<file path="config.mk">
export PLATFORM = sky130hd
export DESIGN_NAME = gcas_engine
export DESIGN_NICKNAME = d
export VERILOG_FILES = /design/src/rtl/gcas_pkg.sv /design/src/rtl/gcas_engine.sv
export SDC_FILE = /design/constraint.sdc
export NUM_CORES = 1
export LEC_CHECK = 0
export CAP_MARGIN = 15
export CORE_MARGIN = 2
export CORE_UTILIZATION = 50
export CTS_BUF_LIST = sky130_fd_sc_hd__clkbuf_4 sky130_fd_sc_hd__clkbuf_8 sky130_fd_sc_hd__clkbuf_16
export DETAILED_ROUTE_END_ITERATION = 16
export DONT_BUFFER_PORTS = 1
export PLACE_DENSITY_LB_ADDON = 0.12
export SETUP_SLACK_MARGIN = 0.3
export SYNTH_ARGS = -nofsm -noshare
export SYNTH_HDL_FRONTEND = slang
export SYNTH_SLANG_ARGS = --single-unit
export TNS_END_PERCENT = 100
</file>
<file path="constraint.sdc">
create_clock -name clk -period 17.31 [get_ports clk]
set_input_delay 1.731 -clock clk [delete_from_list [all_inputs] [get_ports clk]]
set_output_delay 1.731 -clock clk [all_outputs]
set_load 0.01 [all_outputs]
</file>
<file path="src/rtl/gcas_pkg.sv">
package gcas_pkg;

	// Function codes of an input item
	localparam logic [1:0] FUNC_WRITE = 2'd0;
	localparam logic [1:0] FUNC_READ  = 2'd1;
	localparam logic [1:0] FUNC_RUN   = 2'd2;

	// Register indexes of the configuration port
	localparam logic [2:0] REG_GRID_WIDTH   = 3'd0;
	localparam logic [2:0] REG_GRID_HEIGHT  = 3'd1;
	localparam logic [2:0] REG_PASS_COUNT   = 3'd2;
	localparam logic [2:0] REG_CROWD_LIMIT  = 3'd3;
	localparam logic [2:0] REG_SPARSE_LIMIT = 3'd4;

	localparam int APB_AW = 5;

	// Register reset values
	localparam logic [6:0]        GRID_DIM_RESET     = 7'd64;
	localparam logic [3:0]        PASS_COUNT_RESET   = 4'd1;
	localparam logic [3:0]        CROWD_LIMIT_RESET  = 4'd5;
	localparam logic signed [4:0] SPARSE_LIMIT_RESET = 5'sd0;

	typedef struct packed {
		logic [1:0] func;
		logic [5:0] cell_x;
		logic [5:0] cell_y;
		logic       wall_in;
	} req_t;

	typedef struct packed {
		logic wall_out;
		logic status;
	} rsp_t;

	typedef struct packed {
		logic [6:0]        grid_width;
		logic [6:0]        grid_height;
		logic [3:0]        pass_count;
		logic [3:0]        crowd_limit;
		logic signed [4:0] sparse_limit;
	} cfg_t;

endpackage

</file>
<file path="src/rtl/gcas_engine.sv">
module gcas_engine import gcas_pkg::*; #(
	parameter int MAX_WIDTH  = 64,
	parameter int MAX_HEIGHT = 64
) (
	input  logic                         clk,
	input  logic                         arst_n,
	input  cfg_t                         cfg,
	input  logic                         req_valid,
	output logic                         req_ready,
	input  req_t                         req,
	output logic                         rsp_valid,
	input  logic                         rsp_ready,
	output rsp_t                         rsp,
	output logic                         mem_we,
	output logic [$clog2(MAX_WIDTH)-1:0] mem_waddr,
	output logic [MAX_HEIGHT-1:0]        mem_wdata,
	output logic                         mem_re,
	output logic [$clog2(MAX_WIDTH)-1:0] mem_raddr,
	input  logic [MAX_HEIGHT-1:0]        mem_rdata
);

	localparam int XW   = $clog2(MAX_WIDTH);
	localparam int YW   = $clog2(MAX_HEIGHT);
	localparam int MAXD = (MAX_WIDTH > MAX_HEIGHT) ? MAX_WIDTH : MAX_HEIGHT;
	localparam int DW0  = $clog2(MAXD + 1);
	localparam int DW   = (DW0 > 7) ? DW0 : 7;

	typedef enum logic [3:0] {
		ST_IDLE,
		ST_CELL_DATA,
		ST_LOAD0,
		ST_LOAD1,
		ST_LOAD2,
		ST_LOAD3,
		ST_CELL,
		ST_COL,
		ST_FILL,
		ST_RESULT
	} state_t;

	state_t state_q;

	logic [DW-1:0]         eff_w, eff_h;
	logic                  tiny;
	logic                  out_rng;
	logic                  y_last, col_last, pass_last;
	logic [XW-1:0]         x_q;
	logic [YW-1:0]         y_q;
	logic [YW-1:0]         ym, yp;
	logic [3:0]            pass_q;
	logic [MAX_WIDTH-1:0]  col_vld_q;
	logic                  rd_vld_q;
	logic [MAX_HEIGHT-1:0] rd_col;
	logic [MAX_HEIGHT-1:0] cell_col;
	logic [MAX_HEIGHT-1:0] prev_q, cur_q, next_q;
	logic [YW-1:0]         cy;
	logic [3:0]            cnt;
	logic                  cell_wall;
	req_t                  req_q;
	logic                  res_wall_q, res_status_q;
	rsp_t                  rsp_q;
	logic                  rsp_valid_q;
	logic                  rsp_load;

	// Effective grid size and range checks
	assign eff_w = (DW'(cfg.grid_width) < DW'(MAX_WIDTH)) ? DW'(cfg.grid_width) : DW'(MAX_WIDTH);
	assign eff_h = (DW'(cfg.grid_height) < DW'(MAX_HEIGHT)) ?
		DW'(cfg.grid_height) : DW'(MAX_HEIGHT);
	assign tiny      = (eff_w < DW'(3)) || (eff_h < DW'(3));
	assign out_rng   = (DW'(req.cell_x) >= eff_w) || (DW'(req.cell_y) >= eff_h);
	assign y_last    = DW'(y_q) == (eff_h - DW'(2));
	assign col_last  = DW'(x_q) == (eff_w - DW'(2));
	assign pass_last = 4'(pass_q + 4'd1) == cfg.pass_count;

	// A column never written reads as all walls
	assign rd_col = rd_vld_q ? mem_rdata : '1;

	// Cell write: modify one bit of the fetched column
	assign cy = YW'(req_q.cell_y);
	always_comb begin
		cell_col     = rd_col;
		cell_col[cy] = req_q.wall_in;
	end

	// Count walls in the 3x3 window and apply the rule
	assign ym = YW'(y_q - YW'(1));
	assign yp = YW'(y_q + YW'(1));
	always_comb begin
		cnt = 4'(prev_q[ym]) + 4'(prev_q[y_q]) + 4'(prev_q[yp])
			+ 4'(cur_q[ym]) + 4'(cur_q[y_q]) + 4'(cur_q[yp])
			+ 4'(next_q[ym]) + 4'(next_q[y_q]) + 4'(next_q[yp]);
		cell_wall = (cnt >= cfg.crowd_limit) || ($signed({1'b0, cnt}) <= cfg.sparse_limit);
	end

	// Load the output register once it is free or being drained
	assign rsp_load = (state_q == ST_RESULT) && (!rsp_valid_q || rsp_ready);

	// Memory requests per state
	always_comb begin
		mem_we    = 1'b0;
		mem_waddr = x_q;
		mem_wdata = cur_q;
		mem_re    = 1'b0;
		mem_raddr = XW'(req.cell_x);
		case (state_q)
			ST_IDLE: begin
				mem_re = req_valid && !out_rng &&
					((req.func == FUNC_WRITE) || (req.func == FUNC_READ));
			end
			ST_CELL_DATA: begin
				mem_we    = req_q.func == FUNC_WRITE;
				mem_waddr = XW'(req_q.cell_x);
				mem_wdata = cell_col;
			end
			ST_LOAD0: begin
				mem_re    = 1'b1;
				mem_raddr = XW'(0);
			end
			ST_LOAD1: begin
				mem_re    = 1'b1;
				mem_raddr = XW'(1);
			end
			ST_LOAD2: begin
				mem_re    = 1'b1;
				mem_raddr = XW'(2);
			end
			ST_COL: begin
				mem_we    = 1'b1;
				mem_re    = !col_last;
				mem_raddr = XW'(x_q + XW'(2));
			end
			default: ;
		endcase
	end

	// Sequencer, column valid bits and result register
	always_ff @(posedge clk or negedge arst_n) begin
		if (!arst_n) begin
			state_q     <= ST_IDLE;
			x_q         <= '0;
			y_q         <= '0;
			pass_q      <= '0;
			col_vld_q   <= '0;
			rd_vld_q    <= 1'b0;
			rsp_q       <= '0;
			rsp_valid_q <= 1'b0;
		end else begin
			if (mem_we) begin
				col_vld_q[mem_waddr] <= 1'b1;
			end
			if (mem_re) begin
				rd_vld_q <= col_vld_q[mem_raddr];
			end
			if (rsp_load) begin
				rsp_valid_q <= 1'b1;
			end else if (rsp_ready) begin
				rsp_valid_q <= 1'b0;
			end
			case (state_q)
				ST_IDLE: begin
					if (req_valid) begin
						case (req.func)
							FUNC_WRITE, FUNC_READ: begin
								state_q <= out_rng ? ST_RESULT : ST_CELL_DATA;
							end
							FUNC_RUN: begin
								pass_q  <= '0;
								state_q <= (tiny || (cfg.pass_count == 4'd0)) ?
									ST_RESULT : ST_LOAD0;
							end
							default: state_q <= ST_RESULT;
						endcase
					end
				end
				ST_CELL_DATA: state_q <= ST_RESULT;
				ST_LOAD0:     state_q <= ST_LOAD1;
				ST_LOAD1:     state_q <= ST_LOAD2;
				ST_LOAD2:     state_q <= ST_LOAD3;
				ST_LOAD3: begin
					x_q     <= XW'(1);
					y_q     <= YW'(1);
					state_q <= ST_CELL;
				end
				ST_CELL: begin
					if (y_last) begin
						state_q <= ST_COL;
					end else begin
						y_q <= YW'(y_q + YW'(1));
					end
				end
				ST_COL: begin
					if (!col_last) begin
						x_q     <= XW'(x_q + XW'(1));
						state_q <= ST_FILL;
					end else if (pass_last) begin
						state_q <= ST_RESULT;
					end else begin
						pass_q  <= 4'(pass_q + 4'd1);
						state_q <= ST_LOAD0;
					end
				end
				ST_FILL: begin
					y_q     <= YW'(1);
					state_q <= ST_CELL;
				end
				ST_RESULT: begin
					if (rsp_load) begin
						rsp_q.wall_out <= res_wall_q;
						rsp_q.status   <= res_status_q;
						state_q        <= ST_IDLE;
					end
				end
				default: state_q <= ST_IDLE;
			endcase
		end
	end

	// Column window registers and pending result
	always_ff @(posedge clk) begin
		case (state_q)
			ST_IDLE: begin
				if (req_valid) begin
					req_q        <= req;
					res_wall_q   <= 1'b0;
					res_status_q <= out_rng &&
						((req.func == FUNC_WRITE) || (req.func == FUNC_READ));
				end
			end
			ST_CELL_DATA: begin
				res_wall_q <= (req_q.func == FUNC_READ) ? rd_col[cy] : 1'b0;
			end
			ST_LOAD1: prev_q <= rd_col;
			ST_LOAD2: cur_q  <= rd_col;
			ST_LOAD3: next_q <= rd_col;
			ST_CELL:  cur_q[y_q] <= cell_wall;
			ST_COL: begin
				if (!col_last) begin
					prev_q <= cur_q;
					cur_q  <= next_q;
				end
			end
			ST_FILL:  next_q <= rd_col;
			default: ;
		endcase
	end

	assign req_ready = state_q == ST_IDLE;
	assign rsp_valid = rsp_valid_q;
	assign rsp       = rsp_q;

endmodule

</file>
==> results.sh <==
export IMPL_synth_top_area_share_pct=29.60
export IMPL_synthArstFlopShare_pct=29.63
export IMPL_cts_hold_buf=0
export IMPL_vias=18450
export IMPL_hpwl_um=53450
export IMPL_wl_per_cell_um=30.62
export IMPL_grt_pass1_wl_um=117300
export IMPL_min_path_cells=2
export IMPL_synthTopCellsByArea="edfxtp_1 30%, mux4_2 13%, dfrtp_1 10%, mux2i_1 6.7%, nor2_1 4.6%"
export IMPL_grt_total_usage_pct=35.66
export IMPL_min_path_type="reg2reg"
export IMPL_worstPathRequired_ns=17.67
export IMPL_crit_chain="clkinv_1, ha_4, buf_4, mux4_2, mux4_2, mux2_2, o21ai_0, fa_1, fa_1, fa_1, fa_1, fa_1, inv_1, ha_1, nor2b_1, o21ai_0, nand2b_1, a21oi_1, a41oi_1, o21ai_4, buf_4, mux2i_1, o21ai_0"
export IMPL_max_slew_margin_pct=23.63
export IMPL_setup_viol=0
export IMPL_place_ws_ns=7.784
export IMPL_synth_top_area_cell="edfxtp_1"
export IMPL_cpMaxStageDelayCell="dfrtp_4"
export IMPL_cp_start_kind="flip-flop"
export IMPL_viasPerCell=7.171
export IMPL_ys_ff_latch=297
export IMPL_final_max_slew_viol_count=0
export IMPL_drcViolationCount=0
export IMPL_cts_inserted_buffers=36
export IMPL_layout_cells_non_filler=2573
export IMPL_outcome="complete, no violations"
export IMPL_die_w_um=209.9
export IMPL_setup_ws_ns=7.625
export IMPL_clock_path_buffers=3
export IMPL_period_share_pct=55.95
export IMPL_avgSynthCellArea_um2=10.11
export IMPL_cts_resized=0
export IMPL_start_util_pct=50.65
export IMPL_path_clk_slew_ns=0.06
export IMPL_slowest_delay_ns=1.04
export IMPL_gr_total_overflow=0
export IMPL_seq_area_frac_synth_pct=39.99
export IMPL_clk_latency_ns=0.58
export IMPL_ys_flop_type="edfxtp_1"
export IMPL_fmaxAchievable_mhz=103.3
export IMPL_cts_sinks=297
export IMPL_rsz0062_at_grt="false"
export IMPL_r2r_cells=23
export IMPL_cts_tree="built"
export IMPL_cts_htree_levels=2
export IMPL_place_congestion=0.9650
export IMPL_synthToLayoutAreaGrowth_pct=7.206
export IMPL_std_cell_rows=75
export IMPL_grt_antenna_before_repair=9
export IMPL_drive_above_1_share_pct=13.26
export IMPL_synth_nets=2243
export IMPL_grt_pass1_vias=17780
export IMPL_synth_warnings=0
export IMPL_fin_skew_ns=0.02695
export IMPL_cp_arrival_ns=10.04
export IMPL_cts_root_buf="clkbuf_16"
export IMPL_drtIter0Drc=2671
export IMPL_tightest_slew_ns=1.142
export IMPL_io_buffer_count=0
export IMPL_die_area_um2=44060
export IMPL_worstSetupPathType="reg2reg"
export IMPL_core_um2=41850
export IMPL_dpl_cell_count=2503
export IMPL_cap_viol_max_count=0
export IMPL_layout_nets=2149
export IMPL_finalCriticalPeriod_ns=9.685
export IMPL_setup_tns_final_ns=0
export IMPL_cp_common_cell="fa_1"
export IMPL_endpoint_kind="flip-flop"
export IMPL_crit_path_max_fanout=64
export IMPL_yosysUniqueCellTypes=75
export IMPL_synth_cells=2097
export IMPL_ant_nets=0
export IMPL_io_pins=192
export IMPL_routed_wl_um=78780
export IMPL_hold_viol=0
export IMPL_die_h_um=209.9
export IMPL_grt_max_degree=95
export IMPL_synth_edf_count=209
export IMPL_drt_pass1_iter_count=6
export IMPL_synthesis_area_um2=21200
export IMPL_cts_setup_buffers=0
metrics by stage:
stage               cell area [um^2]  util (%)  hold slack [ns]
floorplan                      21200         -           0.4244
global placement               21590     51.59           0.4364
detailed placement             21590     51.59           0.4485
CTS                            22710     54.26           0.4607
global route                   22720     54.29           0.4785
finish                         22730     54.30           0.4603
critical path, delay by kind of cell, from the launching register on:
kind                     cells  cell delay [ns]
multiplexers                 4             1.54
buffers and inverters        4             1.98
AND/OR/NAND/NOR              2             0.20
adder cells (fa/ha/maj)      7             3.55
AO/OA/AOI/OAI                6             1.02
flip-flops                   1             1.04
per-layer routing:
| metal | global-route usage, % | share of wire, % |
|---|---|---|
| met4 | 17.88 | 5.1 |
| met5 | 0 | 0.074 |
| met3 | 10.50 | 13 |
| met2 | 53.01 | 44 |
| met1 | 47.76 | 37 |
Yosys cell counts, types with 9 or more instances:
cell type    n
nor3_1      25
o31ai_1     19
o21bai_1    55
nand2_1    179
o22ai_1    101
xnor2_1     16
clkbuf_1   123
o221ai_1    18
edfxtp_1   209
or3_1       11
mux2i_1    142
o21ai_0    173
dfrtp_1     88
xor2_1      21
buf_2       18
mux4_2     121
a22oi_1     67
ha_1        31
mux2_2      14
a211oi_1     9
a21o_1      10
nor2b_1     26
inv_1       50
nor2_1     257
nand3_1     32
a21oi_1     48
nand2b_1    62
o22a_1      13
buf_1       25
nor4_1      13
logic make-up after synthesis:
| logic type | share of synthesized area, % |
|---|---|
| AOI/OAI and AO/OA | 17.51 |
| xor gates and xnor gates | 1.529 |
| adders and majority gates | 2.302 |
| buffers and inverters | 4.261 |
| DFF | 39.99 |
| muxes | 20.37 |
| and+or+nand+nor | 14.04 |
cells in the final DEF (no fill, tap or decap), types with 30 or more instances in the layout:
cell	synthesis	final
o21ai_0	173	173
nand2b_1	62	62
o21bai_1	55	55
o22ai_1	101	100
a21oi_1	48	47
nand2_1	179	179
buf_4	2	37
nor2_1	257	256
mux4_2	121	121
mux2i_1	142	142
dfrtp_1	88	86
edfxtp_1	209	209
ha_1	31	30
clkbuf_16	0	36
a22oi_1	67	67
inv_1	50	49
path summary, 6_finish.rpt:
kind / from / end / slack, ns
setup / recovery: y_q[0] / cur_q[33] / 7.62
hold / removal: col_vld_q[26] / col_vld_q[26] / 0.46
setup reg to reg: y_q[0] / cur_q[33] / 7.62
hold reg to reg: col_vld_q[26] / col_vld_q[26] / 0.46
max in group asynchronous: arst_n / y_q[0] / 16.28
min in group asynchronous: arst_n / col_vld_q[18] / 0.85
registers in the layout (all words and copies together), names as in the netlist, 6 cells and up:
| name | count |
|---|---|
| next_q | 64 |
| x_q | 6 |
| req_q | 9 |
| cy | 6 |
| y_q | 6 |
| col_vld_q | 64 |
| prev_q | 64 |
| cur_q | 64 |
area by class of cell:
class | count | area [um^2]
diodes | 5 | 12.51
flip-flops and latches | 297 | 8483
repair buffers | 38 | 282.8
fillers | 3700 | 19120
inverters | 54 | 202.7
multi-input cells | 1576 | 11950
clock buffers | 45 | 987.2
well taps | 539 | 674.4
clock inverters | 19 | 132.6
Power is not shown: default switching activity piles up to over one toggle a cycle in this logic, so the estimate is an artifact.
