File: src/rtl/gcas_pkg.sv
package gcas_pkg;

	// Function codes of an input item
	localparam logic [1:0] FUNC_WRITE = 2'd0;
	localparam logic [1:0] FUNC_READ  = 2'd1;
	localparam logic [1:0] FUNC_RUN   = 2'd2;

	// Register indexes of the configuration port
	localparam logic [2:0] REG_GRID_WIDTH   = 3'd0;
	localparam logic [2:0] REG_GRID_HEIGHT  = 3'd1;
	localparam logic [2:0] REG_PASS_COUNT   = 3'd2;
	localparam logic [2:0] REG_CROWD_LIMIT  = 3'd3;
	localparam logic [2:0] REG_SPARSE_LIMIT = 3'd4;

	localparam int APB_AW = 5;

	// Register reset values
	localparam logic [6:0]        GRID_DIM_RESET     = 7'd64;
	localparam logic [3:0]        PASS_COUNT_RESET   = 4'd1;
	localparam logic [3:0]        CROWD_LIMIT_RESET  = 4'd5;
	localparam logic signed [4:0] SPARSE_LIMIT_RESET = 5'sd0;

	typedef struct packed {
		logic [1:0] func;
		logic [5:0] cell_x;
		logic [5:0] cell_y;
		logic       wall_in;
	} req_t;

	typedef struct packed {
		logic wall_out;
		logic status;
	} rsp_t;

	typedef struct packed {
		logic [6:0]        grid_width;
		logic [6:0]        grid_height;
		logic [3:0]        pass_count;
		logic [3:0]        crowd_limit;
		logic signed [4:0] sparse_limit;
	} cfg_t;

endpackage

File: src/rtl/gcas_cfg.sv
module gcas_cfg import gcas_pkg::*; (
	input  logic              clk,
	input  logic              arst_n,
	input  logic              psel,
	input  logic              penable,
	input  logic              pwrite,
	input  logic [APB_AW-1:0] paddr,
	input  logic [31:0]       pwdata,
	output logic [31:0]       prdata,
	output logic              pready,
	output cfg_t              cfg
);

	logic       wr_en;
	logic [2:0] reg_idx;

	assign pready  = 1'b1;
	assign wr_en   = psel && penable && pwrite;
	assign reg_idx = paddr[APB_AW-1:2];

	// Register writes
	always_ff @(posedge clk or negedge arst_n) begin
		if (!arst_n) begin
			cfg.grid_width   <= GRID_DIM_RESET;
			cfg.grid_height  <= GRID_DIM_RESET;
			cfg.pass_count   <= PASS_COUNT_RESET;
			cfg.crowd_limit  <= CROWD_LIMIT_RESET;
			cfg.sparse_limit <= SPARSE_LIMIT_RESET;
		end else if (wr_en) begin
			case (reg_idx)
				REG_GRID_WIDTH:   cfg.grid_width   <= pwdata[6:0];
				REG_GRID_HEIGHT:  cfg.grid_height  <= pwdata[6:0];
				REG_PASS_COUNT:   cfg.pass_count   <= pwdata[3:0];
				REG_CROWD_LIMIT:  cfg.crowd_limit  <= pwdata[3:0];
				REG_SPARSE_LIMIT: cfg.sparse_limit <= pwdata[4:0];
				default: ;
			endcase
		end
	end

	// Read mux
	always_comb begin
		case (reg_idx)
			REG_GRID_WIDTH:   prdata = {25'd0, cfg.grid_width};
			REG_GRID_HEIGHT:  prdata = {25'd0, cfg.grid_height};
			REG_PASS_COUNT:   prdata = {28'd0, cfg.pass_count};
			REG_CROWD_LIMIT:  prdata = {28'd0, cfg.crowd_limit};
			REG_SPARSE_LIMIT: prdata = {27'd0, cfg.sparse_limit};
			default:          prdata = 32'd0;
		endcase
	end

endmodule

File: config.mk
export PLATFORM = sky130hd
export DESIGN_NAME = gcas_cfg
export DESIGN_NICKNAME = d
export VERILOG_FILES = /design/src/rtl/gcas_pkg.sv /design/src/rtl/gcas_cfg.sv
export SDC_FILE = /design/constraint.sdc
export NUM_CORES = 1
export LEC_CHECK = 0
export ABC_AREA = 1
export BUFFER_PORTS_ARGS = -buffer_cell sky130_fd_sc_hd__buf_2
export CAP_MARGIN = 10
export CORE_MARGIN = 2
export CORE_UTILIZATION = 35
export CTS_BUF_LIST = sky130_fd_sc_hd__clkbuf_2 sky130_fd_sc_hd__clkbuf_4 sky130_fd_sc_hd__clkbuf_8
export CTS_CLUSTER_DIAMETER = 40
export CTS_CLUSTER_SIZE = 24
export DETAILED_ROUTE_END_ITERATION = 10
export MAX_ROUTING_LAYER = met4
export PLACE_DENSITY = 0.76
export SLEW_MARGIN = 20
export SYNTH_ARGS = -nofsm -noshare
export SYNTH_HDL_FRONTEND = slang
export SYNTH_SLANG_ARGS = --single-unit
File: constraint.sdc
create_clock -name clk -period 1.05 [get_ports clk]
set_clock_uncertainty 0.15 [all_clocks]
set_input_delay 0.105 -clock clk [delete_from_list [all_inputs] [get_ports clk]]
set_output_delay 0.105 -clock clk [all_outputs]
set_load 0.02 [all_outputs]
==> results.toml, run 1 <==
[drt]
finalWirelength_um = 4670
ant_nets = 0
drc_errors = 0
vias = 1647
routedWlPerCell_um = 13.1
drt-vias-per-instance = 4.61
firstDrtPassIters = 4
drtIter0Drc = 67

[cells_and_area]
reg.largest.list = "cfg x27"
drive_gt1_share_pct = 51.8
largest_register_ffs = 27
top_register = "cfg"
area_delta_synth_final_pct = 66.0
stdcell_area_um2 = 2690
regArea_um2 = 693
fin_nets = 348
fillers = 375
antenna_cells = 0
multi_input_area_um2 = 792

[logic_synthesis]
synth_top_cell_by_area = "dfrtp_1"
yosysWarnings = 0
yosysSeqAreaShare_pct = 42.0
synth_edf_count = 0
synth_top_area_share_pct = 33.9
netlist_instances = 202
syn_area_um2 = 1620
synth_most_common_cell = "nand2_1"
dominantRegCellSynth = "dfrtp_1"
ys_async_sr_fraction_pct = 100
synth_area_leaders = "dfrtp_1 34%, nand2_1 14%, buf_4 13%"
ys_ff_latch = 27
yosys.cell_types.count = 24
postSynthAreaPerCell_um2 = 8.03
synth_common_cells = "59 x nand2_1, 28 x buf_4, 22 x dfrtp_1, 20 x o21ai_0, 15 x inv_1"

[clock_network]
clk_root_buffer_cell = "clkbuf_8"
cts_buffers = 3
tritoncts = "yes"
clock_sinks = 27
cts.clk_slew.worst_paths_ps = 100
htreeDepth = 1
clk_latency_ps = 290
clockBufferDepth = 2

[critical_path]
rr_worst_depth = 4
worstPathMaxFanout = 2
end_kind = "output port"
critPathBufInv = 3
cp.arrival_ps = 1280
r2r_start = "cfg[5]"
critPathTopFamily = "flip-flops"
critPathSlowestCell = "dfstp_2"
criticalPathCategory = "flip-flop to output port"
r2r_setup_slack_ps = -50
critPathRequiredTime_ps = 790
cpPeakStageDelay_ps = 570
reg2reg_to = "cfg[5]"
path_cells = "inv_2 > o21ai_1 > inv_1 > nand2_2 > buf_6"
startpoint_type = "flip-flop"

[global_route]
grt_pass1_vias = 1613
grt_overflow = 0
antenna_found_initial = 0
grt_pass1_wl_um = 7470
grt_max_degree = 28
grt.total_usage_pct = 19.1

[floorplan]
die_y_um = 72.1
die_area_um2 = 5200
num_rows = 24
core_area_um2 = 4410
ios = 102
die_w_um = 72.1
initial_core_util_pct = 36.8

[placement]
placed_cell_area_um2 = 2070
io_buffers = 48
gp_congestion = 0.886
dp_hpwl_um = 3230

[sta]
period_share_pct = 146
final_hold_viol_count = 0
fmax_ghz = 0.650
fin_crit_ps = 1540
holdWs_ps = 129
setup_viol = 35
rsz0062_at_grt = "yes"
timing.final.ws_setup_ps = -488
drv_slew = 0

[power]
p_leak_nw = 1.41
peakVddDrop_mv = 0.850
pwr_density_cell_nw_per_um2 = 1530

[flow_run]
maxCapViolCount = 0

[status]
status = "finished with violations"
violations = "negative setup slack"

[worst_hold_path]
hp-class = "input pin to async pin"
## power breakdown
group          switching, mW  internal (mW)  total [mW]
sequential             0.167           1.28        1.45
clock                  0.366          0.271       0.637
combinational          0.948           1.09        2.04
## what timing repair did
action,CTS,global route
hold endpoints to repair,53,0
pin swaps,14,5
gates resized for setup,87,39
hold buffers,8,0
setup endpoints to repair,34,37
setup buffers,8,20
## through the flow
stage / setup TNS (ps) / total power, mW / cells / util, % / worst slack [ps]
floorplan: -271 / 2.20 / 226 / - / -77.8
global placement: -3370 / 2.69 / 327 / 46.9 / -173
detailed placement: -4140 / 2.73 / 327 / 46.9 / -192
CTS: -6360 / 3.87 / 345 / 57.1 / -430
global route: -8130 / 4.36 / 357 / 61.0 / -588
finish: -6700 / 4.12 / 357 / 61.0 / -488
## worst register-to-register path: stages (launching register included)
cell     delay [ps]
dfstp_2         550
buf_4           110
buf_6            80
o21ai_0          80
nand2_1          80
## metal layers
layer / GRT usage [%] / share of wire (%) / vias up
met5: - / 0 / -
met4: 6.29 / 1.3 / 0
met3: 2.78 / 3.6 / 5
met2: 32.3 / 54 / 55
met1: 23.3 / 41 / 790
li1: - / - / 797
## cell families (layout without fill, tap and decap cells)
| kind of cell | Yosys count | count (layout) | synth area share [%] |
|---|---|---|---|
| other | 2 | 26 | 0.463 |
| buffers and inverters | 50 | 129 | 19.9 |
| DFF | 27 | 27 | 42.0 |
| and+or+nand+nor | 95 | 95 | 28.1 |
| AOI/OAI and AO/OA | 28 | 28 | 9.48 |
## layout by cell type, fill, tap and decap left out, types with 5 or more instances in the layout
cell type	n
inv_1	10
nand2_2	11
nor2_1	5
dfstp_2	5
nand3_1	11
dfrtp_2	9
dfrtp_1	13
nand4_1	6
buf_6	59
inv_2	6
buf_4	25
buf_2	14
dlygate4sd3_1	8
conb_1	26
o21ai_1	8
o21ai_2	7
o21ai_0	11
nand2_1	48
## final cells by class
| type | count | area share (%) |
|---|---|---|
| Clock buffer | 3 | 1.53 |
| Clock inverter | 1 | 0.279 |
| Inverter | 18 | 2.69 |
| Multi-Input combinational cell | 149 | 29.4 |
| Sequential cell | 27 | 25.7 |
| Tap cell | 52 | 2.42 |
| Timing Repair Buffer | 107 | 37.9 |
## how the worst max path moves through the flow
stage / from / endpoint / slack [ps] / cells after the start
after global routing: cfg[7] / prdata[2] / -590 / 5
after CTS: cfg[5] / prdata[0] / -430 / 5
after floorplan: cfg[7] / prdata[2] / -80 / 4
after detailed placement: paddr[2] / cfg[20] / -190 / 6
final: cfg[7] / prdata[2] / -490 / 5
after global placement: paddr[4] / prdata[0] / -170 / 9
No activity file was read; power rests on OpenSTA's default activity.
==> inputs of run 2 (changes only) <==
--- a/config.mk
+++ b/config.mk
@@ -8,6 +8,7 @@
 export ABC_AREA = 1
 export BUFFER_PORTS_ARGS = -buffer_cell sky130_fd_sc_hd__buf_2
 export CAP_MARGIN = 10
+export CORE_ASPECT_RATIO = 0.9
 export CORE_MARGIN = 2
 export CORE_UTILIZATION = 35
 export CTS_BUF_LIST = sky130_fd_sc_hd__clkbuf_2 sky130_fd_sc_hd__clkbuf_4 sky130_fd_sc_hd__clkbuf_8
@@ -16,6 +17,7 @@
 export DETAILED_ROUTE_END_ITERATION = 10
 export MAX_ROUTING_LAYER = met4
 export PLACE_DENSITY = 0.76
+export SKIP_CTS_REPAIR_TIMING = 1
 export SLEW_MARGIN = 20
 export SYNTH_ARGS = -nofsm -noshare
 export SYNTH_HDL_FRONTEND = slang
==> results.toml, run 2 (same netlist as run 1, synthesis figures left out) <==
[global_route]
grt_max_degree = 28
grt.total_usage_pct = 17.2
grt_pass1_wl_um = 6510
grt_overflow = 0
grt_pass1_vias = 1373
antenna_found_initial = 0

[floorplan]
ios = 102
die_area_um2 = 5200
initial_core_util_pct = 36.4
die_y_um = 68.6
die_w_um = 75.8
core_area_um2 = 4460
num_rows = 23

[sta]
fin_crit_ps = 1480
final_hold_viol_count = 0
timing.final.ws_setup_ps = -429
setup_viol = 35
period_share_pct = 141
fmax_ghz = 0.676
rsz0062_at_grt = "yes"
drv_slew = 0
timing.setup.tns_ps = -5930

[critical_path]
critPathRequiredTime_ps = 790
end_kind = "output port"
critPathSlowestCell = "dfstp_2"
criticalPathCategory = "flip-flop to output port"
r2r_setup_slack_ps = -20
startpoint_type = "flip-flop"
r2r_start = "cfg[5]"
worstPathMaxFanout = 2
path_cells = "nand4_1 > nand2_1 > nor2_2 > nand2_2 > buf_6"
cpPeakStageDelay_ps = 550
cp.arrival_ps = 1220
critPathTopFamily = "flip-flops"
critPathBufInv = 1
rr_worst_depth = 4
reg2reg_to = "cfg[5]"

[clock_network]
htreeDepth = 1
clk_latency_ps = 280
clock_sinks = 27
cts.clk_slew.worst_paths_ps = 90
clockBufferDepth = 2
cts_buffers = 3
tritoncts = "yes"
clk_root_buffer_cell = "clkbuf_8"

[drt]
routedWlPerCell_um = 12.8
firstDrtPassIters = 4
ant_nets = 0
vias = 1581
drt-vias-per-instance = 4.44
drtIter0Drc = 92
finalWirelength_um = 4560
drc_errors = 0

[power]
pwr-share-clk_pct = 15.8
p_comb_share_pct = 46.5
peakVddDrop_mv = 0.707
seqPwrFrac_pct = 37.8
pwr_density_cell_nw_per_um2 = 1490
p_switching_mw = 1.39
p_leak_nw = 1.35
p_sw_share_pct = 36.3
internal_power_mw = 2.45

[cells_and_area]
antenna_cells = 0
area_delta_synth_final_pct = 59.0
fillers = 389
reg.largest.list = "cfg x27"
stdcell_count = 356
largest_register_ffs = 27
drive_gt1_share_pct = 48.3
fin_nets = 337
final_common_cell = "nand2_1"
top_register = "cfg"
final_cell_mix = "52 x nand2_1, 49 x buf_6, 26 x conb_1"
stdcell_area_um2 = 2580

[placement]
dp_hpwl_um = 3270
place_ws_ps = -235
gp_congestion = 0.882
io_buffers = 48
post-place-cells = 339
placed_cell_area_um2 = 2110

[status]
status = "finished with violations"
violations = "negative setup slack"

[worst_hold_path]
hp-class = "input pin to async pin"

[flow_run]
maxCapViolCount = 0
-- run 2: per-layer routing --
| layer | vias up | part of all wire, % | track usage, % |
|---|---|---|---|
| met5 | - | 0 | - |
| li1 | 780 | - | - |
| met2 | 51 | 52 | 27.3 |
| met4 | 0 | 1.8 | 4.61 |
| met1 | 743 | 42 | 23.5 |
| met3 | 7 | 4.5 | 2.18 |
-- run 2: worst reg2reg max path: stages (launching register included) --
cell and delay (ps):
dfstp_2 550, buf_4 100, buf_6 80, o21ai_1 50, nand2_1 80
-- run 2: layout make-up --
class / instances / area [µm²] / area share, %
Clock inverter: 1 / 5.00 / 0.194
Timing Repair Buffer: 96 / 912 / 35.4
Sequential cell: 27 / 693 / 26.9
Inverter: 18 / 72.6 / 2.81
Multi-Input combinational cell: 149 / 778 / 30.2
Clock buffer: 3 / 41.3 / 1.60
Tap cell: 62 / 77.6 / 3.01
-- run 2: worst max-delay path by stage --
stage / endpoint / startpoint / cells past startpoint / slack (ps)
2_1_floorplan: prdata[2] / cfg[7] / 4 / -80
3_3_place_gp: prdata[2] / paddr[2] / 8 / -190
3_5_place_dp: cfg[7] / paddr[2] / 6 / -230
4_1_cts: prdata[0] / cfg[5] / 5 / -450
5_1_grt: prdata[0] / cfg[9] / 5 / -480
6_report: prdata[0] / cfg[5] / 5 / -430
-- run 2: stage by stage --
step | util, % | power, mW | hold slack (ps)
after global placement | 47.3 | 2.71 | -87.2
after CTS | 48.3 | 3.34 | -393
after detailed placement | 47.3 | 2.74 | -87.1
final | 57.8 | 3.84 | 137
after global routing | 57.8 | 4.06 | 152
after floorplan | - | 2.20 | -341
-- run 2: power by group through the flow --
stage	Sequential [mW]	Clock [mW]	Combinational (mW)
final	1.45	0.606	1.79
after global routing	1.48	0.657	1.92
after CTS	1.41	0.616	1.32
after detailed placement	1.42	0	1.32
after global placement	1.41	0	1.29
after floorplan	1.69	0	0.517
==> inputs of run 3 (changes only) <==
--- a/config.mk
+++ b/config.mk
@@ -16,7 +16,8 @@
 export CTS_CLUSTER_SIZE = 24
 export DETAILED_ROUTE_END_ITERATION = 10
 export MAX_ROUTING_LAYER = met4
-export PLACE_DENSITY = 0.76
+export PLACE_DENSITY = 0.74
+export SETUP_SLACK_MARGIN = 0.2
 export SKIP_CTS_REPAIR_TIMING = 1
 export SLEW_MARGIN = 20
 export SYNTH_ARGS = -nofsm -noshare
==> constraint.sdc (replaced) <==
create_clock -name clk -period 1.68 [get_ports clk]
set_clock_uncertainty 0.15 [all_clocks]
set_input_delay 0.168 -clock clk [delete_from_list [all_inputs] [get_ports clk]]
set_output_delay 0.168 -clock clk [all_outputs]
set_load 0.02 [all_outputs]
==> results.toml, run 3 (same netlist as run 1, synthesis figures left out) <==
[status]
status = "finished with violations"
violations = "negative hold slack"

[clock_network]
clockBufferDepth = 2
clock_sinks = 27
clk_latency_ps = 270
tritoncts = "yes"
cts_buffers = 3
cts.clk_slew.worst_paths_ps = 90
htreeDepth = 1
clk_root_buffer_cell = "clkbuf_8"

[cells_and_area]
fillers = 455
area_delta_synth_final_pct = 21.0
top_register = "cfg"
final_cell_mix = "58 x nand2_1, 43 x buf_2, 26 x conb_1"
fin_nets = 298
final_common_cell = "nand2_1"
antenna_cells = 0
largest_register_ffs = 27
multi_input_area_um2 = 721
stdcell_area_um2 = 1960
drive_gt1_share_pct = 32.5
reg.largest.list = "cfg x27"
regArea_um2 = 682

[global_route]
grt.total_usage_pct = 15.1
grt_pass1_vias = 1196
grt_overflow = 0
grt_max_degree = 28
antenna_found_initial = 0
grt_pass1_wl_um = 5800

[critical_path]
crit_path_frequent_cell = "nand2_1"
r2r_setup_slack_ps = 720
cp.arrival_ps = 1290
end_kind = "output port"
critPathTopFamily = "flip-flops"
r2r_start = "cfg[7]"
reg2reg_to = "cfg[7]"
path_cells = "nand4_1 > nand2_1 > nor2_1 > nand2_1 > buf_6"
worstPathMaxFanout = 3
startpoint = "cfg[5]"
rr_worst_depth = 2
endpoint = "prdata[0]"
startpoint_type = "flip-flop"
critPathBufInv = 1
cp_num_cells = 5
cpPeakStageDelay_ps = 560
criticalPathCategory = "flip-flop to output port"
critPathSlowestCell = "dfstp_2"
critPathRequiredTime_ps = 1360

[power]
p_leak_nw = 1.10
pwr-share-clk_pct = 19.8
pwr_density_cell_nw_per_um2 = 1000
p_sw_share_pct = 38.7
p_comb_share_pct = 35.2
seqPwrFrac_pct = 45.0
p_switching_uw = 763
internal_power_mw = 1.21
peakVddDrop_mv = 0.557
finalPower_mw = 1.97

[worst_hold_path]
hp-class = "input pin to flip-flop"

[drt]
firstDrtPassIters = 4
drt-vias-per-instance = 4.41
ant_nets = 0
drc_errors = 0
routedWlPerCell_um = 11.9
vias = 1399
drtIter0Drc = 74
finalWirelength_um = 3760

[sta]
timing.setup.tns_ps = 0
worstMarginPinSlew_ps = 609
setup_viol = 0
period_share_pct = 95.7
holdWs_ps = -12.7
timing.final.ws_setup_ps = 72.2
fin_crit_ps = 1610
fmax_ghz = 0.622
drv_slew = 0
final_hold_viol_count = 1
slew_headroom_pct = 59.4
rsz0062_at_grt = "yes"

[floorplan]
die_area_um2 = 5200
core_area_um2 = 4460
ios = 102
initial_core_util_pct = 36.4
die_w_um = 75.8
num_rows = 23
die_y_um = 68.6

[placement]
gp_congestion = 0.896
dp_hpwl_um = 2820
place_ws_ps = 165
io_buffers = 48
placed_cell_area_um2 = 1780

[flow_run]
maxCapViolCount = 0
-- run 3: cell types whose count changed in the layout (fill, tap and decap cells not counted), sizes merged --
| cell | change |
|---|---|
| buf | -34 |
| dlygate4sd3 | -5 |
| clkbuf | +1 |
| clkinv | -1 |
-- run 3: metrics by stage --
step | instances | hold slack, ps | utilization [%]
final | 317 | -12.7 | 44.0
after global routing | 317 | 18.1 | 44.0
after CTS | 308 | -233 | 41.0
after detailed placement | 304 | 62.9 | 39.9
after global placement | 304 | 58.6 | 39.9
after floorplan | 226 | -278 | -
-- run 3: metal layers --
metal / share of wire [%] / routed length (µm) / track usage, %
met5: 0 / 0 / -
met1: 43 / 1620 / 20.8
met2: 48 / 1800 / 23.5
met3: 8.0 / 301 / 2.18
met4: 1.1 / 42 / 4.17
-- run 3: worst register-to-register path, stage by stage (launching register included) --
cell and delay (ps):
dfstp_2 550, inv_2 40, o21ai_0 160
-- run 3: how the worst min path moves through the flow --
stage / start / end / cells after the start
after floorplan: arst_n / cfg[0] / 0
after global placement: arst_n / cfg[18] / 1
after detailed placement: arst_n / cfg[13] / 1
after CTS: arst_n / cfg[13] / 1
after global routing: pwdata[0] / cfg[5] / 3
final: pwdata[0] / cfg[5] / 3
-- run 3: layout make-up --
class                   instances  share of cell area, %
well taps                      62                   3.95
inverters                      18                   3.70
clock buffers                   4                   2.49
repair buffers                 57                   18.4
flip-flops and latches         27                   34.7
multi-input cells             149                   36.7
-- run 3: power by group through the flow --
stage	sequential (mW)	clock, mW	combinational, mW
4_1_cts	0.884	0.391	0.642
5_1_grt	0.903	0.412	0.754
3_5_place_dp	0.894	0	0.641
3_3_place_gp	0.895	0	0.626
6_report	0.886	0.391	0.693
2_1_floorplan	1.04	0	0.302
